$ cat src/rtl/mmd_pkg.sv
package mmd_pkg;

  localparam int unsigned ATOM_MAX    = 32;
  localparam int unsigned IDX_W       = 5;
  localparam int unsigned CNT_W       = 6;
  localparam int unsigned DIST_W      = 16;
  localparam int unsigned SQ_W        = 2 * DIST_W;
  localparam int unsigned ROW_W       = 37;
  localparam int unsigned TOT_W       = 41;
  localparam int unsigned VAL_W       = 36;
  localparam int unsigned NSQ_W       = 11;
  localparam int unsigned PAIR_COUNT  = (ATOM_MAX * (ATOM_MAX - 1)) / 2;
  localparam int unsigned SLOT_W      = $clog2(PAIR_COUNT);
  localparam int unsigned DCNT_W      = $clog2(TOT_W + 1);
  localparam int unsigned QUEUE_DEPTH = 2;
  localparam int unsigned QPTR_W      = 1;
  localparam int unsigned QCNT_W      = 2;

  localparam logic OP_WRITE     = 1'b0;
  localparam logic OP_READ      = 1'b1;
  localparam logic STATUS_OK    = 1'b0;
  localparam logic STATUS_RANGE = 1'b1;

  localparam logic [CNT_W-1:0] ATOM_RESET = CNT_W'(ATOM_MAX);
  localparam logic [CNT_W-1:0] ATOM_FLOOR = CNT_W'(2);
  localparam logic [CNT_W-1:0] ATOM_CEIL  = CNT_W'(ATOM_MAX);

  typedef enum logic [1:0] {
    KIND_WRITE,
    KIND_READ,
    KIND_READ_BAD
  } kind_e;

  typedef struct packed {
    logic              operation;
    logic [IDX_W-1:0]  first_index;
    logic [IDX_W-1:0]  second_index;
    logic [DIST_W-1:0] distance;
  } cmd_t;

  typedef struct packed {
    logic signed [VAL_W-1:0] metric_value;
    logic                    status;
  } res_t;

  // classified word handed from front to back
  typedef struct packed {
    kind_e             kind;
    logic              diag;
    logic [IDX_W-1:0]  lo;
    logic [IDX_W-1:0]  hi;
    logic [SLOT_W-1:0] slot;
    logic [DIST_W-1:0] distance;
  } cls_t;

  function automatic logic [CNT_W-1:0] eff_count(input logic [CNT_W-1:0] cnt);
    logic [CNT_W-1:0] n;
    n = cnt;
    if (n < ATOM_FLOOR) begin
      n = ATOM_FLOOR;
    end
    if (n > ATOM_CEIL) begin
      n = ATOM_CEIL;
    end
    return n;
  endfunction

  // packed slot of unordered pair lo < hi
  function automatic logic [SLOT_W-1:0] pair_slot(input logic [IDX_W-1:0] lo,
                                                  input logic [IDX_W-1:0] hi);
    logic [IDX_W-1:0]   hm1;
    logic [2*IDX_W-1:0] prod;
    hm1  = hi - 1'b1;
    prod = {{IDX_W{1'b0}}, hi} * {{IDX_W{1'b0}}, hm1};
    return SLOT_W'(prod >> 1) + SLOT_W'(lo);
  endfunction

endpackage

$ cat src/rtl/mmd_queue.sv
module mmd_queue (
  input  logic          clk_i,
  input  logic          rst_ni,
  input  logic          push_i,
  input  mmd_pkg::cls_t data_i,
  input  logic          pop_i,
  output mmd_pkg::cls_t data_o,
  output logic          full_o,
  output logic          empty_o
);

  mmd_pkg::cls_t              entries_q [mmd_pkg::QUEUE_DEPTH];
  logic [mmd_pkg::QPTR_W-1:0] wr_ptr_q;
  logic [mmd_pkg::QPTR_W-1:0] rd_ptr_q;
  logic [mmd_pkg::QCNT_W-1:0] count_q;

  assign full_o  = (count_q == mmd_pkg::QCNT_W'(mmd_pkg::QUEUE_DEPTH));
  assign empty_o = (count_q == '0);
  assign data_o  = entries_q[rd_ptr_q];

  always_ff @(posedge clk_i) begin
    if (push_i) begin
      entries_q[wr_ptr_q] <= data_i;
    end
  end

  always_ff @(posedge clk_i or negedge rst_ni) begin
    if (!rst_ni) begin
      wr_ptr_q <= '0;
      rd_ptr_q <= '0;
      count_q  <= '0;
    end else begin
      if (push_i) begin
        wr_ptr_q <= wr_ptr_q + 1'b1;
      end
      if (pop_i) begin
        rd_ptr_q <= rd_ptr_q + 1'b1;
      end
      if (push_i && !pop_i) begin
        count_q <= count_q + 1'b1;
      end else if (pop_i && !push_i) begin
        count_q <= count_q - 1'b1;
      end
    end
  end

endmodule

$ cat config.mk
export PLATFORM = sky130hd
export DESIGN_NAME = mmd_queue
export DESIGN_NICKNAME = d
export VERILOG_FILES = /design/src/rtl/mmd_pkg.sv /design/src/rtl/mmd_queue.sv
export SDC_FILE = /design/constraint.sdc
export NUM_CORES = 1
export LEC_CHECK = 0
export BUFFER_PORTS_ARGS = -buffer_cell sky130_fd_sc_hd__buf_2
export CAP_MARGIN = 40
export CORE_UTILIZATION = 45
export CTS_CLUSTER_SIZE = 12
export DETAILED_ROUTE_END_ITERATION = 10
export PLACE_DENSITY = 0.81
export SYNTH_ARGS = -nofsm -noshare
export SYNTH_HDL_FRONTEND = slang
export SYNTH_SLANG_ARGS = --single-unit
$ cat constraint.sdc
create_clock -name clk_i -period 5.5 [get_ports clk_i]
set_clock_uncertainty 0.2 [all_clocks]
set_input_delay 1.1 -clock clk_i [delete_from_list [all_inputs] [get_ports clk_i]]
set_output_delay 1.1 -clock clk_i [all_outputs]
set_load 0.005 [all_outputs]
==> flow_summary.yaml <==
drt:
  dr.pass1.iters: 4
  drt_iter0_markers: 49
  wl_per_cell_um: 14.85
  antenna_left: 0
  wl_mm: 4.558
  vias: 1463
  drt-vias-per-instance: 4.765
  drcViolationCount: 0
die:
  start_util: 0.4686
  io_pins: 82
  die_h_um: 83.32
  die_area_um2: 6941
  core_um2: 6350
  core.rowCount: 29
  die_width_um: 83.32
finish:
  final_common_cell: "buf_2"
  syn2layout_area_growth_pct: 24.68
  antenna_cells: 0
  drive_above_1_share: 0.6130
  postLayoutCellArea_um2: 3710
  mostFrequentLayoutCells: "buf_2, edfxtp_1, mux2_2, mux2_4, clkbuf_8"
  fin_nets: 268
  n_fill_cell: 507
power_and_ir_drop:
  vdd_drop_max_mv: 0.2602
  total_power_mw: 1.781
  p_leak_nw: 1.445
  p_per_area_nw_per_um2: 480.2
global_route:
  antenna_found_initial: 0
  grt_max_degree: 25
  grt_usage: 0.1443
  grt_pass1_wl_mm: 7.258
  grt_overflow_total: 0
  grt_pass1_vias: 1522
critical_path:
  slowest_stage: "dfrtp_2"
  cp_num_buf_inv: 2
  max_stage_delay_ps: 620
  path_cells: "buf_12 -> mux2_2 -> buf_2"
  cp-startpoint: "rd_ptr_q"
  cp_top_family: "flip-flops"
  worst_r2r_endpoint: "entries_q[0][0]"
  cp-end-kind: "primary output"
  worstSetupPathType: "reg2out"
  required_ps: 4200
  rr_startpoint: "wr_ptr_q"
  cp_max_fo: 24
  critPathLaunchType: "flip-flop"
  reg2reg_depth: 2
  r2r_slack_ps: 3870
  arrival_ps: 1720
min_path:
  hp-class: "reg2reg"
  holdPathStages: 1
  min_from: "count_q[1]"
  min_to: "count_q[1]"
clocking:
  clockRootBuffer: "clkbuf_8"
  numCtsBuffers: 9
  cts.sinks: 80
  cts_tree: "yes"
  hold_buffers: 0
  clk_path_buf_depth: 2
  cts_resized: 0
  htreeDepth: 3
  clock_latency_ps: 330
  post_cts_buffers: 0
  clk_pin_slew_ps: 80
timing:
  worstMarginPinSlew_ps: 501.2
  period_share: 0.5482
  max_freq_mhz: 331.7
  period_needed_ps: 3015
  drv_slew: 0
  max_slew_margin: 0.6652
  finalHoldViolCount: 0
  finalSetupTns_ps: 0
  rsz0062_at_grt: "no"
  setup_violations: 0
place:
  placed_area_um2: 3506
  numPortBuffers: 81
  gp_congestion: 0.6533
synthesis:
  synth_cells: 134
  syn_nets: 177
  ys_types: 14
  ys_warn_count: 0
  ys_ff_latch: 80
  syn_area_um2: 2975
  syn_avg_cell_area_um2: 22.20
  synth-seq-area-share: 0.8007
run:
  max_cap_violations: 0
outcome:
  status: "completed"
cells in the mapped netlist:
cell,count,area share
buf_6,1,0.0038
xor2_1,4,0.012
nor2b_1,2,0.0042
edfxtp_1,76,0.77
xnor2_1,1,0.0029
dfrtp_1,4,0.034
inv_1,1,0.0013
and2_1,1,0.0021
ha_1,1,0.0042
buf_4,2,0.0050
mux2_2,28,0.11
nor2_1,2,0.0025
buf_8,1,0.0050
mux2_4,10,0.050
per-layer routing:
layer,GRT usage,vias up,part of all wire
met4,0.08464,0,0.018
met3,0.04672,8,0.059
met5,0,-,0
met1,0.1647,701,0.41
met2,0.2377,50,0.51
li1,-,704,-
through the flow:
| stage | setup slack (ps) | utilization | hold slack [ps] | cells |
|---|---|---|---|---|
| floorplan | 2058 | - | 255.5 | 134 |
| global placement | 2601 | 0.5427 | 276.7 | 288 |
| detailed placement | 2827 | 0.5521 | 286.8 | 291 |
| CTS | 2427 | 0.5842 | 302.9 | 307 |
| global route | 2375 | 0.5842 | 313.2 | 307 |
| finish | 2485 | 0.5842 | 298.5 | 307 |
how the worst max path moves through the flow:
stage	depth (start not counted)	to	slack (ps)
after floorplan	1	entries_q[0][0]	2060
after global placement	2	data_o[13]	2600
after detailed placement	3	data_o[13]	2830
after CTS	3	data_o[28]	2430
after global routing	3	data_o[35]	2380
final	3	data_o[28]	2480
cell families (layout without fill, tap and decap cells):
logic type | count (synthesis) | after routing | synth area share
flip-flops | 80 | 80 | 0.8007
adder cells (fa/ha/maj) | 1 | 1 | 0.004205
multiplexers | 38 | 38 | 0.1564
buffers and inverters | 5 | 101 | 0.01513
XOR/XNOR | 5 | 5 | 0.01472
AND/OR/NAND/NOR | 5 | 5 | 0.008833
layout make-up:
type                            count  area, µm²  share of cell area
Inverter                            1      3.754            0.001012
Clock inverter                      7      80.08             0.02159
Multi-Input combinational cell     49      556.8              0.1501
Tap cell                           77      96.34             0.02597
Sequential cell                    80       2384              0.6425
Timing Repair Buffer               84      465.4              0.1255
Clock buffer                        9      123.9             0.03339
state kept, by name, summed over array words and instances (netlist names):
name and count:
entries_q 76, count_q 2, rd_ptr_q 1, wr_ptr_q 1
power breakdown:
| part | leakage (nW) | internal (mW) | switching [mW] |
|---|---|---|---|
| registers | 0.759 | 0.810 | 0.0589 |
| clock network | 0.0964 | 0.214 | 0.212 |
| logic | 0.590 | 0.279 | 0.207 |
| total | 1.44 | 1.30 | 0.479 |
No activity file was read; power rests on OpenSTA's default activity.
