## src/rtl/mmd_pkg.sv

```systemverilog
package mmd_pkg;

  localparam int unsigned ATOM_MAX    = 32;
  localparam int unsigned IDX_W       = 5;
  localparam int unsigned CNT_W       = 6;
  localparam int unsigned DIST_W      = 16;
  localparam int unsigned SQ_W        = 2 * DIST_W;
  localparam int unsigned ROW_W       = 37;
  localparam int unsigned TOT_W       = 41;
  localparam int unsigned VAL_W       = 36;
  localparam int unsigned NSQ_W       = 11;
  localparam int unsigned PAIR_COUNT  = (ATOM_MAX * (ATOM_MAX - 1)) / 2;
  localparam int unsigned SLOT_W      = $clog2(PAIR_COUNT);
  localparam int unsigned DCNT_W      = $clog2(TOT_W + 1);
  localparam int unsigned QUEUE_DEPTH = 2;
  localparam int unsigned QPTR_W      = 1;
  localparam int unsigned QCNT_W      = 2;

  localparam logic OP_WRITE     = 1'b0;
  localparam logic OP_READ      = 1'b1;
  localparam logic STATUS_OK    = 1'b0;
  localparam logic STATUS_RANGE = 1'b1;

  localparam logic [CNT_W-1:0] ATOM_RESET = CNT_W'(ATOM_MAX);
  localparam logic [CNT_W-1:0] ATOM_FLOOR = CNT_W'(2);
  localparam logic [CNT_W-1:0] ATOM_CEIL  = CNT_W'(ATOM_MAX);

  typedef enum logic [1:0] {
    KIND_WRITE,
    KIND_READ,
    KIND_READ_BAD
  } kind_e;

  typedef struct packed {
    logic              operation;
    logic [IDX_W-1:0]  first_index;
    logic [IDX_W-1:0]  second_index;
    logic [DIST_W-1:0] distance;
  } cmd_t;

  typedef struct packed {
    logic signed [VAL_W-1:0] metric_value;
    logic                    status;
  } res_t;

  // classified word handed from front to back
  typedef struct packed {
    kind_e             kind;
    logic              diag;
    logic [IDX_W-1:0]  lo;
    logic [IDX_W-1:0]  hi;
    logic [SLOT_W-1:0] slot;
    logic [DIST_W-1:0] distance;
  } cls_t;

  function automatic logic [CNT_W-1:0] eff_count(input logic [CNT_W-1:0] cnt);
    logic [CNT_W-1:0] n;
    n = cnt;
    if (n < ATOM_FLOOR) begin
      n = ATOM_FLOOR;
    end
    if (n > ATOM_CEIL) begin
      n = ATOM_CEIL;
    end
    return n;
  endfunction

  // packed slot of unordered pair lo < hi
  function automatic logic [SLOT_W-1:0] pair_slot(input logic [IDX_W-1:0] lo,
                                                  input logic [IDX_W-1:0] hi);
    logic [IDX_W-1:0]   hm1;
    logic [2*IDX_W-1:0] prod;
    hm1  = hi - 1'b1;
    prod = {{IDX_W{1'b0}}, hi} * {{IDX_W{1'b0}}, hm1};
    return SLOT_W'(prod >> 1) + SLOT_W'(lo);
  endfunction

endpackage

```

## src/rtl/mmd_front.sv

```systemverilog
module mmd_front (
  input  logic                        clk_i,
  input  logic                        rst_ni,
  input  logic                        start_i,
  output logic                        busy_o,
  input  mmd_pkg::cmd_t               cmd_i,
  input  logic                        cfg_valid_i,
  output logic                        cfg_ready_o,
  input  logic [mmd_pkg::CNT_W-1:0]   cfg_data_i,
  input  logic                        q_full_i,
  input  logic                        clearing_i,
  output logic                        push_o,
  output mmd_pkg::cls_t               cls_o,
  output logic [mmd_pkg::CNT_W-1:0]   n_o
);

  logic [mmd_pkg::CNT_W-1:0] atom_count_q;
  logic [mmd_pkg::CNT_W-1:0] n;
  logic [mmd_pkg::IDX_W-1:0] lo;
  logic [mmd_pkg::IDX_W-1:0] hi;
  logic                      in_range;
  logic                      diag;
  logic                      keep;

  assign cfg_ready_o = 1'b1;

  always_ff @(posedge clk_i or negedge rst_ni) begin
    if (!rst_ni) begin
      atom_count_q <= mmd_pkg::ATOM_RESET;
    end else if (cfg_valid_i) begin
      atom_count_q <= cfg_data_i;
    end
  end

  always_comb begin
    n        = mmd_pkg::eff_count(atom_count_q);
    in_range = ({1'b0, cmd_i.first_index} < n) && ({1'b0, cmd_i.second_index} < n);
    diag     = (cmd_i.first_index == cmd_i.second_index);
    if (cmd_i.first_index < cmd_i.second_index) begin
      lo = cmd_i.first_index;
      hi = cmd_i.second_index;
    end else begin
      lo = cmd_i.second_index;
      hi = cmd_i.first_index;
    end

    cls_o.diag     = diag;
    cls_o.lo       = lo;
    cls_o.hi       = hi;
    cls_o.distance = cmd_i.distance;
    cls_o.slot     = diag ? '0 : mmd_pkg::pair_slot(lo, hi);
    if (cmd_i.operation == mmd_pkg::OP_WRITE) begin
      cls_o.kind = mmd_pkg::KIND_WRITE;
    end else if (in_range) begin
      cls_o.kind = mmd_pkg::KIND_READ;
    end else begin
      cls_o.kind = mmd_pkg::KIND_READ_BAD;
    end

    // drop writes to the diagonal or beyond n
    keep   = (cmd_i.operation == mmd_pkg::OP_READ) || (in_range && !diag);
    busy_o = q_full_i | clearing_i;
    push_o = start_i & ~busy_o & keep;
  end

  assign n_o = n;

endmodule

```

## config.mk

```make
export PLATFORM = sky130hd
export DESIGN_NAME = mmd_front
export DESIGN_NICKNAME = d
export VERILOG_FILES = /design/src/rtl/mmd_pkg.sv /design/src/rtl/mmd_front.sv
export SDC_FILE = /design/constraint.sdc
export NUM_CORES = 1
export LEC_CHECK = 0
export BUFFER_PORTS_ARGS = -buffer_cell sky130_fd_sc_hd__buf_4
export CELL_PAD_IN_SITES_DETAIL_PLACEMENT = 1
export CELL_PAD_IN_SITES_GLOBAL_PLACEMENT = 1
export CORE_UTILIZATION = 35
export DETAILED_ROUTE_END_ITERATION = 12
export GPL_ROUTABILITY_DRIVEN = 0
export MAX_ROUTING_LAYER = met4
export PLACE_DENSITY_LB_ADDON = 0.1
export SKIP_LAST_GASP = 1
export SLEW_MARGIN = 20
export SYNTH_ARGS = -nofsm -noshare
export SYNTH_HDL_FRONTEND = slang
export SYNTH_SLANG_ARGS = --single-unit
```

## constraint.sdc

```tcl
create_clock -name clk_i -period 18.6 [get_ports clk_i]
set_input_delay 5.58 -clock clk_i [delete_from_list [all_inputs] [get_ports clk_i]]
set_output_delay 5.58 -clock clk_i [all_outputs]
set_load 0.005 [all_outputs]
```

==> metrics.cfg, run 1 <==
[detailed_routing]
drt_iter0_drc=59
drt_first_pass_iters=4
drc_errors=0
antenna_left=0
num_vias=1859
wl_per_cell_um=15.6
routed_wl_um=5520
via_per_inst=5.25

[global_route]
grt_pass1_vias=2046
overflow=0
grtUsageTotal=0.197
grt_antenna_before_repair=0
grt_pass1_wl_um=9540
grt_max_degree=13

[floorplan]
die_h_um=79.1
die_area_um2=6250
rows=27
pin_count=86
fp.coreArea_um2=5610
start_util=0.371
die_x_um=79.1

[sta]
rsz0062_at_grt=false
tns_ns=0
slew_headroom=0.466
finalWorstPathRequiredPeriod_ns=17.38
finalHoldViolations=0
setup_viol=0
finalMaxSlewViolations=0
post-route-period-util=0.934
tightest_slew_ns=0.797
fin_worst_skew_ns=0
clock.fmax_mhz=57.5

[worst_hold_path]
hold_path.class=reg2reg
min_to=atom_count_q[1]
hold_depth=1
min_from=atom_count_q[1]

[logic_synthesis]
yosysUniqueCellTypes=46
synth_area_um2=2080
synth-edff-count=0
synthCells=249
avgSynthCellArea_um2=8.35
synth_top_family_by_area=adder cells
synthAdderAreaFrac=0.349
synth-xor-area-share=0.0421
yosys.area_share.simple=0.126
synth_fp_nets=340
synthFlopType=dfrtp_1
synth.yosys.seq_area_share=0.0728
synth_compound_area_frac=0.234
synth_seq_cells=6
muxShareOfSynthArea=0.0542
ys_async_sr_fraction=1.00
synth_warnings=0

[place]
portBuffers=52
hpwlAfterDp_um=4690

[power]
intPower_mw=0.163
switching_share=0.464
power_per_cell_area_nw_per_um2=124
p_leak_nw=1.22
switchingPower_mw=0.141
comb_power_share=0.881
seqPwrFrac=0.053
peakVddDrop_mv=0.117
pwr-share-clk=0.066

[clock_tree]
ctsResizeCount=0
clk_pin_slew_ns=0.04
cts_tree=yes
cts_max_path_buffers=2
cts.sinks=6
post_cts_buffers=0
clkLatencyLatePin_ns=0.22
cts_root_buf=clkbuf_8
ctsHoldBuffers=0
numCtsBuffers=3
htree_levels=1

[final_layout]
top_regs=atom_count_q: 6 flops
post-route-util=0.437
diodes=0
syn_to_final_growth_pct=17.8
nets=374
largest_reg_flops=6
drive_above_1_share=0.266
regMostFlops=atom_count_q

[job]
maxCapViolations=0

[critical_path]
cpMaxStageDelayCell=fa_1
max_stage_delay_ns=0.55
r2r_end=atom_count_q[5]
ff2ff_setup_slack_ns=17.81
reg2reg_from=atom_count_q[5]
crit_start=cmd_i[17]
r2r_cells=1
worstPathArrival_ns=11.80
critical-path-top-delay-family=adder cells
critPathRequiredTime_ns=13.02
path_buf_inv=4
critical_path_class=in2out
crit_path_frequent_cell=ha_1
end_kind=primary output
critPathLaunchType=input pin
crit_fanout=11

[outcome]
outcome=completed

per-stage QoR:
| stage | setup WS [ns] | cells | instance area [µm²] | hold slack, ns | total power [mW] |
|---|---|---|---|---|---|
| after floorplan | 1.90 | 249 | 2080 | 0.482 | 0.195 |
| after global placement | 1.33 | 350 | 2400 | 0.493 | 0.285 |
| after detailed placement | 1.21 | 350 | 2400 | 0.525 | 0.287 |
| after CTS | 1.18 | 354 | 2450 | 0.536 | 0.311 |
| after global routing | 0.819 | 354 | 2450 | 0.551 | 0.346 |
| final | 1.22 | 354 | 2450 | 0.530 | 0.305 |
power by group through the flow:
stage	Combinational [mW]	Sequential, mW	Clock, mW
finish	0.269	0.0160	0.0202
global route	0.308	0.0162	0.0216
CTS	0.274	0.0160	0.0209
detailed placement	0.271	0.0162	0
global placement	0.269	0.0161	0
floorplan	0.179	0.0157	0
how the worst max path moves through the flow:
stage,end,cells past startpoint
2_1_floorplan,cls_o[24],25
3_3_place_gp,cls_o[24],26
3_5_place_dp,cls_o[24],26
4_1_cts,cls_o[24],26
5_1_grt,cls_o[24],26
6_report,cls_o[24],26
Yosys cell counts, types with 2 or more instances:
master / instances / area, µm²
a211oi_1: 5 / 37.5
o2111ai_1: 2 / 17.5
nor2b_1: 4 / 25.0
o21ai_1: 6 / 30.0
nor2_1: 12 / 45.0
nand2_1: 8 / 30.0
mux2_2: 6 / 67.6
fa_1: 10 / 200
o21a_1: 6 / 45.0
mux2_1: 4 / 45.0
clkbuf_1: 3 / 11.3
a21o_1: 7 / 52.6
nand2b_1: 4 / 25.0
xnor2_1: 6 / 52.6
o21ai_2: 4 / 35.0
o21ai_0: 2 / 10.0
a211oi_2: 2 / 25.0
nor4_1: 5 / 31.3
xor2_1: 4 / 35.0
inv_1: 24 / 90.1
and2_1: 4 / 25.0
nand3_1: 7 / 35.0
ha_1: 42 / 526
o211ai_1: 3 / 22.5
o31ai_1: 2 / 15.0
a21oi_1: 21 / 105
buf_4: 18 / 135
dfrtp_1: 5 / 125
nor3_1: 4 / 20.0
or2_2: 2 / 12.5
o21bai_1: 2 / 15.0
area by class of cell:
type	count	area (µm²)
fillers	704	3160
multi-input cells	195	1680
repair buffers	52	390
flip-flops and latches	6	151
inverters	25	93.8
well taps	72	90.1
clock buffers	4	45.0
cell families after synthesis:
logic type      count (synthesis)
buf+inv                        48
simple gates                   52
flops                           6
compound gates                 70
xor+xnor                       10
mux                            10
fa+ha+maj                      52
other cells                     1
layout by cell type (no fill, tap or decap), drive strengths merged, types with 5 or more instances in the layout:
cell and count:
fa 10, ha 42, xnor2 6, o21ai 13, a211oi 7, dfrtp 5, nor2 12, a21o 7
nand3 7, buf 52, nand2 9, nor4 5, inv 25, a21oi 22, mux2 10, o21a 7
metal layers:
layer | routed length, µm | part of all wire | vias to the layer above | track usage
li1 | - | - | 939 | -
met1 | 2680 | 0.49 | 877 | 0.258
met2 | 2620 | 0.48 | 43 | 0.347
met3 | 215 | 0.039 | 0 | 0.00920
met4 | 0 | 0 | 0 | 0.0200
met5 | 0 | 0 | - | -
No activity file was read; power rests on OpenSTA's default activity.
==> run 2: changes to the inputs <==
Settings changed: ABC_AREA set to 1, CORE_UTILIZATION 35 to 33.
==> run 2 against run 1 <==
Non-clock buffer count unchanged. Core utilization down 3.0 points. Flip-flop and latch count unchanged. Sequential power down 5%. Cell count up 17%. Maximum frequency about the same. Clock power about the same. Sequential share of layout area up 0.074 points. Power up 19%. Highest routed layer is now met4.
==> metrics.cfg, run 2 <==
[outcome]
outcome=completed

[logic_synthesis]
muxShareOfSynthArea=0
avgSynthCellArea_um2=6.74
synth_warnings=0
ys_async_sr_fraction=1.00
synth-xor-area-share=0.0250
yosysUniqueCellTypes=30
synth_top_area_share=0.256
synth_most_common_cell=inv_1
synth.area.top_cells=ha_1 (26%), inv_1 (9.9%), fa_1 (9.8%)
synth_seq_cells=6
synth_compound_area_frac=0.125
synth_fp_nets=395
synth_top_area_cell=ha_1
synth.yosys.seq_area_share=0.0739
synthAdderAreaFrac=0.354
synth_top_family_by_area=adder cells
synth-edff-count=0
synthCells=304
synthFlopType=dfrtp_1
synthTopCellsByCount=inv_1 (54), nand2_1 (50), ha_1 (42), nor2_1 (36), a21oi_1 (24)
yosys.area_share.simple=0.239
synth_area_um2=2050

[sta]
tns_ns=0
finalMaxSlewViolations=0
slew_headroom=0.431
post-route-period-util=0.934
hold_slack_ns=0.546
finalHoldViolations=0
finalWorstPathRequiredPeriod_ns=17.37
setup_viol=0
tightest_slew_ns=0.851
clock.fmax_mhz=57.6
fin_worst_skew_ns=0
rsz0062_at_grt=false

[final_layout]
top_regs=atom_count_q: 6 flops
drive_above_1_share=0.207
final_common_cell=inv_1
regMostFlops=atom_count_q
diodes=0
syn_to_final_growth_pct=18.1
nets=430
largest_reg_flops=6
layout_common_cells=inv_1 (54), buf_4 (52), nand2_1 (50), ha_1 (42), nor2_1 (36)

[floorplan]
die_x_um=80.8
die_h_um=80.8
start_util=0.344
fp.coreArea_um2=5960
pin_count=86
rows=28
die_area_um2=6530

[critical_path]
crit_fanout=20
crit_path_frequent_cell=ha_1
r2r_end=atom_count_q[5]
ff2ff_setup_slack_ns=17.70
max_stage_delay_ns=0.69
cpMaxStageDelayCell=o211ai_2
reg2reg_from=atom_count_q[5]
worstPathArrival_ns=11.79
crit_start=cmd_i[20]
critPathLaunchType=input pin
end_kind=primary output
critPathRequiredTime_ns=13.02
critical_path_class=in2out
r2r_cells=2

[global_route]
grt_pass1_wl_um=9540
grtUsageTotal=0.192
grt_pass1_vias=2050
grt_antenna_before_repair=0
overflow=0
grt_max_degree=21

[detailed_routing]
drt_first_pass_iters=3
routed_wl_um=5520
via_per_inst=4.72
num_vias=1949
wl_per_cell_um=13.4
drc_errors=0
drt_iter0_drc=34
antenna_left=0

[clock_tree]
cts_root_buf=clkbuf_8
cts.sinks=6
ctsResizeCount=0
htree_levels=1
cts_max_path_buffers=2
post_cts_buffers=0
numCtsBuffers=3
clk_pin_slew_ns=0.04
clkLatencyLatePin_ns=0.22
ctsHoldBuffers=0
cts_tree=yes

[power]
switchingPower_mw=0.185
comb_power_share=0.901
peakVddDrop_mv=0.0908
intPower_mw=0.177
pwr-share-clk=0.057
p_leak_nw=1.40
switching_share=0.511
seqPwrFrac=0.042
power_per_cell_area_nw_per_um2=150

[place]
hpwlAfterDp_um=4870
portBuffers=52

[worst_hold_path]
min_to=atom_count_q[2]
min_from=atom_count_q[2]
hold_path.class=reg2reg
hold_depth=2

[job]
maxCapViolations=0

## run 2: cell families after synthesis
kind of cell / count (synthesis)
other: 1
flip-flops: 6
AND/OR/NAND/NOR: 116
adder cells (fa/ha/maj): 52
AO/OA/AOI/OAI: 46
buffers and inverters: 78
XOR/XNOR: 5
## run 2: worst max-delay path by stage
stage                     end  slack (ns)  cells after the start
floorplan           cls_o[23]        2.18                     30
global placement    cls_o[23]        1.39                     30
detailed placement  cls_o[23]        1.23                     30
CTS                 cls_o[23]        1.21                     30
global route        cls_o[23]        0.73                     30
finish              cls_o[23]        1.23                     30
## run 2: through the flow
stage | std cells | power (mW) | setup slack [ns] | area [µm²] | utilization
after floorplan | 304 | 0.233 | 2.18 | 2050 | -
final | 413 | 0.362 | 1.23 | 2420 | 0.406
after global placement | 409 | 0.339 | 1.39 | 2370 | 0.399
after CTS | 413 | 0.367 | 1.21 | 2420 | 0.406
after global routing | 413 | 0.413 | 0.727 | 2420 | 0.406
after detailed placement | 409 | 0.342 | 1.23 | 2370 | 0.399
## run 2: power groups by stage
| stage | combinational [mW] | clock (mW) | sequential [mW] |
|---|---|---|---|
| after global placement | 0.324 | 0 | 0.0153 |
| after floorplan | 0.218 | 0 | 0.0151 |
| after global routing | 0.376 | 0.0216 | 0.0154 |
| final | 0.326 | 0.0205 | 0.0152 |
| after detailed placement | 0.327 | 0 | 0.0154 |
| after CTS | 0.330 | 0.0213 | 0.0152 |
## run 2: cell type report
cell class	count	area, µm²
Clock buffer	4	45.0
Fill cell	803	3540
Inverter	56	213
Multi-Input combinational cell	220	1530
Sequential cell	6	151
Tap cell	75	93.8
Timing Repair Buffer	52	390
## run 2: layer usage
layer  wire length [µm]  up-vias  GRT usage
met5                  0        -          -
met4                 16        0     0.0304
met3                155        2     0.0124
met2               2590       32      0.328
met1               2760      897      0.252
li1                   -     1018          -
## run 2: critical path, delay by kind of cell
kind                       cells  cell delay, ns
AOI/OAI and AO/OA              6            1.52
xor gates and xnor gates       1            0.14
buffers and inverters          6            0.47
and+or+nand+nor                9            0.99
adders and majority gates      8            3.09
==> run 3: changes to the inputs <==
==> constraint.sdc (replaced) <==
create_clock -name clk_i -period 18.6 [get_ports clk_i]
set_input_delay 5.58 -clock clk_i [delete_from_list [all_inputs] [get_ports clk_i]]
set_output_delay 5.58 -clock clk_i [all_outputs]
set_load 0.02 [all_outputs]
==> run 3 against run 2 <==
Clock skew unchanged. Via count is 1.7% higher. Sequential power about the same. Critical path depth unchanged. Power is 13% higher. Global-route usage is 0.32 points lower.
==> metrics.cfg, run 3 (same netlist as run 2, synthesis figures left out) <==
[outcome]
outcome=completed

[floorplan]
pin_count=86
start_util=0.344
die_h_um=80.8
rows=28
die_area_um2=6530
die_x_um=80.8
fp.coreArea_um2=5960

[clock_tree]
clkLatencyLatePin_ns=0.22
cts_root_buf=clkbuf_8
cts.sinks=6
cts_max_path_buffers=2
cts_tree=yes
clk_pin_slew_ns=0.03
ctsResizeCount=0
post_cts_buffers=0
htree_levels=1
ctsHoldBuffers=0
numCtsBuffers=3

[place]
hpwlAfterDp_um=4940
portBuffers=52

[sta]
tightest_slew_ns=0.820
slew_headroom=0.452
post-route-period-util=0.936
setup_viol=0
tns_ns=0
fin_worst_skew_ns=0
clock.fmax_mhz=57.4
finalWorstPathRequiredPeriod_ns=17.42
finalMaxSlewViolations=0
finalHoldViolations=0
rsz0062_at_grt=false

[detailed_routing]
drt_first_pass_iters=4
met2_length_um=2610
wl_met1_um=2650
via_per_inst=4.80
wl_per_cell_um=13.2
antenna_left=0
wl_met3_um=173
routed.top_layer=met3
drc_errors=0
num_vias=1983
drt_iter0_drc=56
routed_wl_um=5430

[critical_path]
critical_path_class=in2out
cp-endpoint=cls_o[23]
crit_fanout=20
worstPathArrival_ns=11.84
crit_path_frequent_cell=ha_1
r2r_end=atom_count_q[5]
crit_start=cmd_i[20]
ff2ff_setup_slack_ns=17.69
max_stage_delay_ns=0.67
reg2reg_from=atom_count_q[5]
critPathRequiredTime_ns=13.02
r2r_cells=2
end_kind=primary output
cpMaxStageDelayCell=o211ai_2
critPathLaunchType=input pin

[final_layout]
final_common_cell=inv_1
largest_reg_flops=6
layout_common_cells=inv_1 (54), buf_4 (52), nand2_1 (50), ha_1 (42), nor2_1 (36)
nets=430
drive_above_1_share=0.207
regMostFlops=atom_count_q
post-route-util=0.406
top_regs=atom_count_q: 6 flops
diodes=0
syn_to_final_growth_pct=18.1
nFillCells=775

[global_route]
grtUsageTotal=0.188
grt_pass1_vias=2074
grt_max_degree=21
overflow=0
grt_pass1_wl_um=9340
grt_antenna_before_repair=0

[power]
p_leak_nw=1.40
peakVddDrop_mv=0.124
power_per_cell_area_nw_per_um2=170

[worst_hold_path]
hold_path.class=reg2reg

[job]
maxCapViolations=0

[run 3: cell counts in the layout (fill, tap and decap cells not counted)]
No cell type changed its count.
[run 3: layer usage]
layer | vias up | track usage
met4 | 0 | 0.0196
li1 | 1022 | -
met1 | 923 | 0.238
met3 | 0 | 0.0124
met2 | 38 | 0.338
met5 | - | -
[run 3: critical path: cells and delay by family]
kind / cells / cell delay, ns
buf+inv: 6 / 0.50
compound gates: 6 / 1.50
xor+xnor: 1 / 0.15
fa+ha+maj: 8 / 3.11
simple gates: 9 / 0.98
[run 3: metrics by stage]
stage	worst slack (ns)	instance area [µm²]	instances	total power [mW]	hold slack [ns]
2_1_floorplan	1.87	2050	304	0.282	0.502
3_3_place_gp	1.37	2370	409	0.389	0.526
3_5_place_dp	1.18	2370	409	0.394	0.548
4_1_cts	1.16	2420	413	0.417	0.556
5_1_grt	0.588	2420	413	0.465	0.569
6_report	1.18	2420	413	0.411	0.551
[run 3: where the power goes]
part	total (mW)	internal [mW]	switching [mW]
Clock	0.0201	0.0147	0.00538
Combinational	0.375	0.151	0.224
Sequential	0.0152	0.0145	0.000761
Total	0.411	0.180	0.231
[run 3: cell type report]
type	count	area (µm²)	share of cell area
Multi-Input combinational cell	220	1530	0.631
Timing Repair Buffer	52	390	0.161
Inverter	56	213	0.0879
Sequential cell	6	151	0.0626
Tap cell	75	93.8	0.0388
Clock buffer	4	45.0	0.0186
[run 3: how the worst min path moves through the flow]
stage	from	to	slack, ns	cells past startpoint
final	atom_count_q[3]	atom_count_q[3]	0.55	2
after global routing	atom_count_q[3]	atom_count_q[3]	0.57	2
after CTS	atom_count_q[4]	atom_count_q[4]	0.56	2
after detailed placement	atom_count_q[0]	atom_count_q[0]	0.55	2
after global placement	atom_count_q[1]	atom_count_q[1]	0.53	2
after floorplan	atom_count_q[1]	atom_count_q[1]	0.50	2
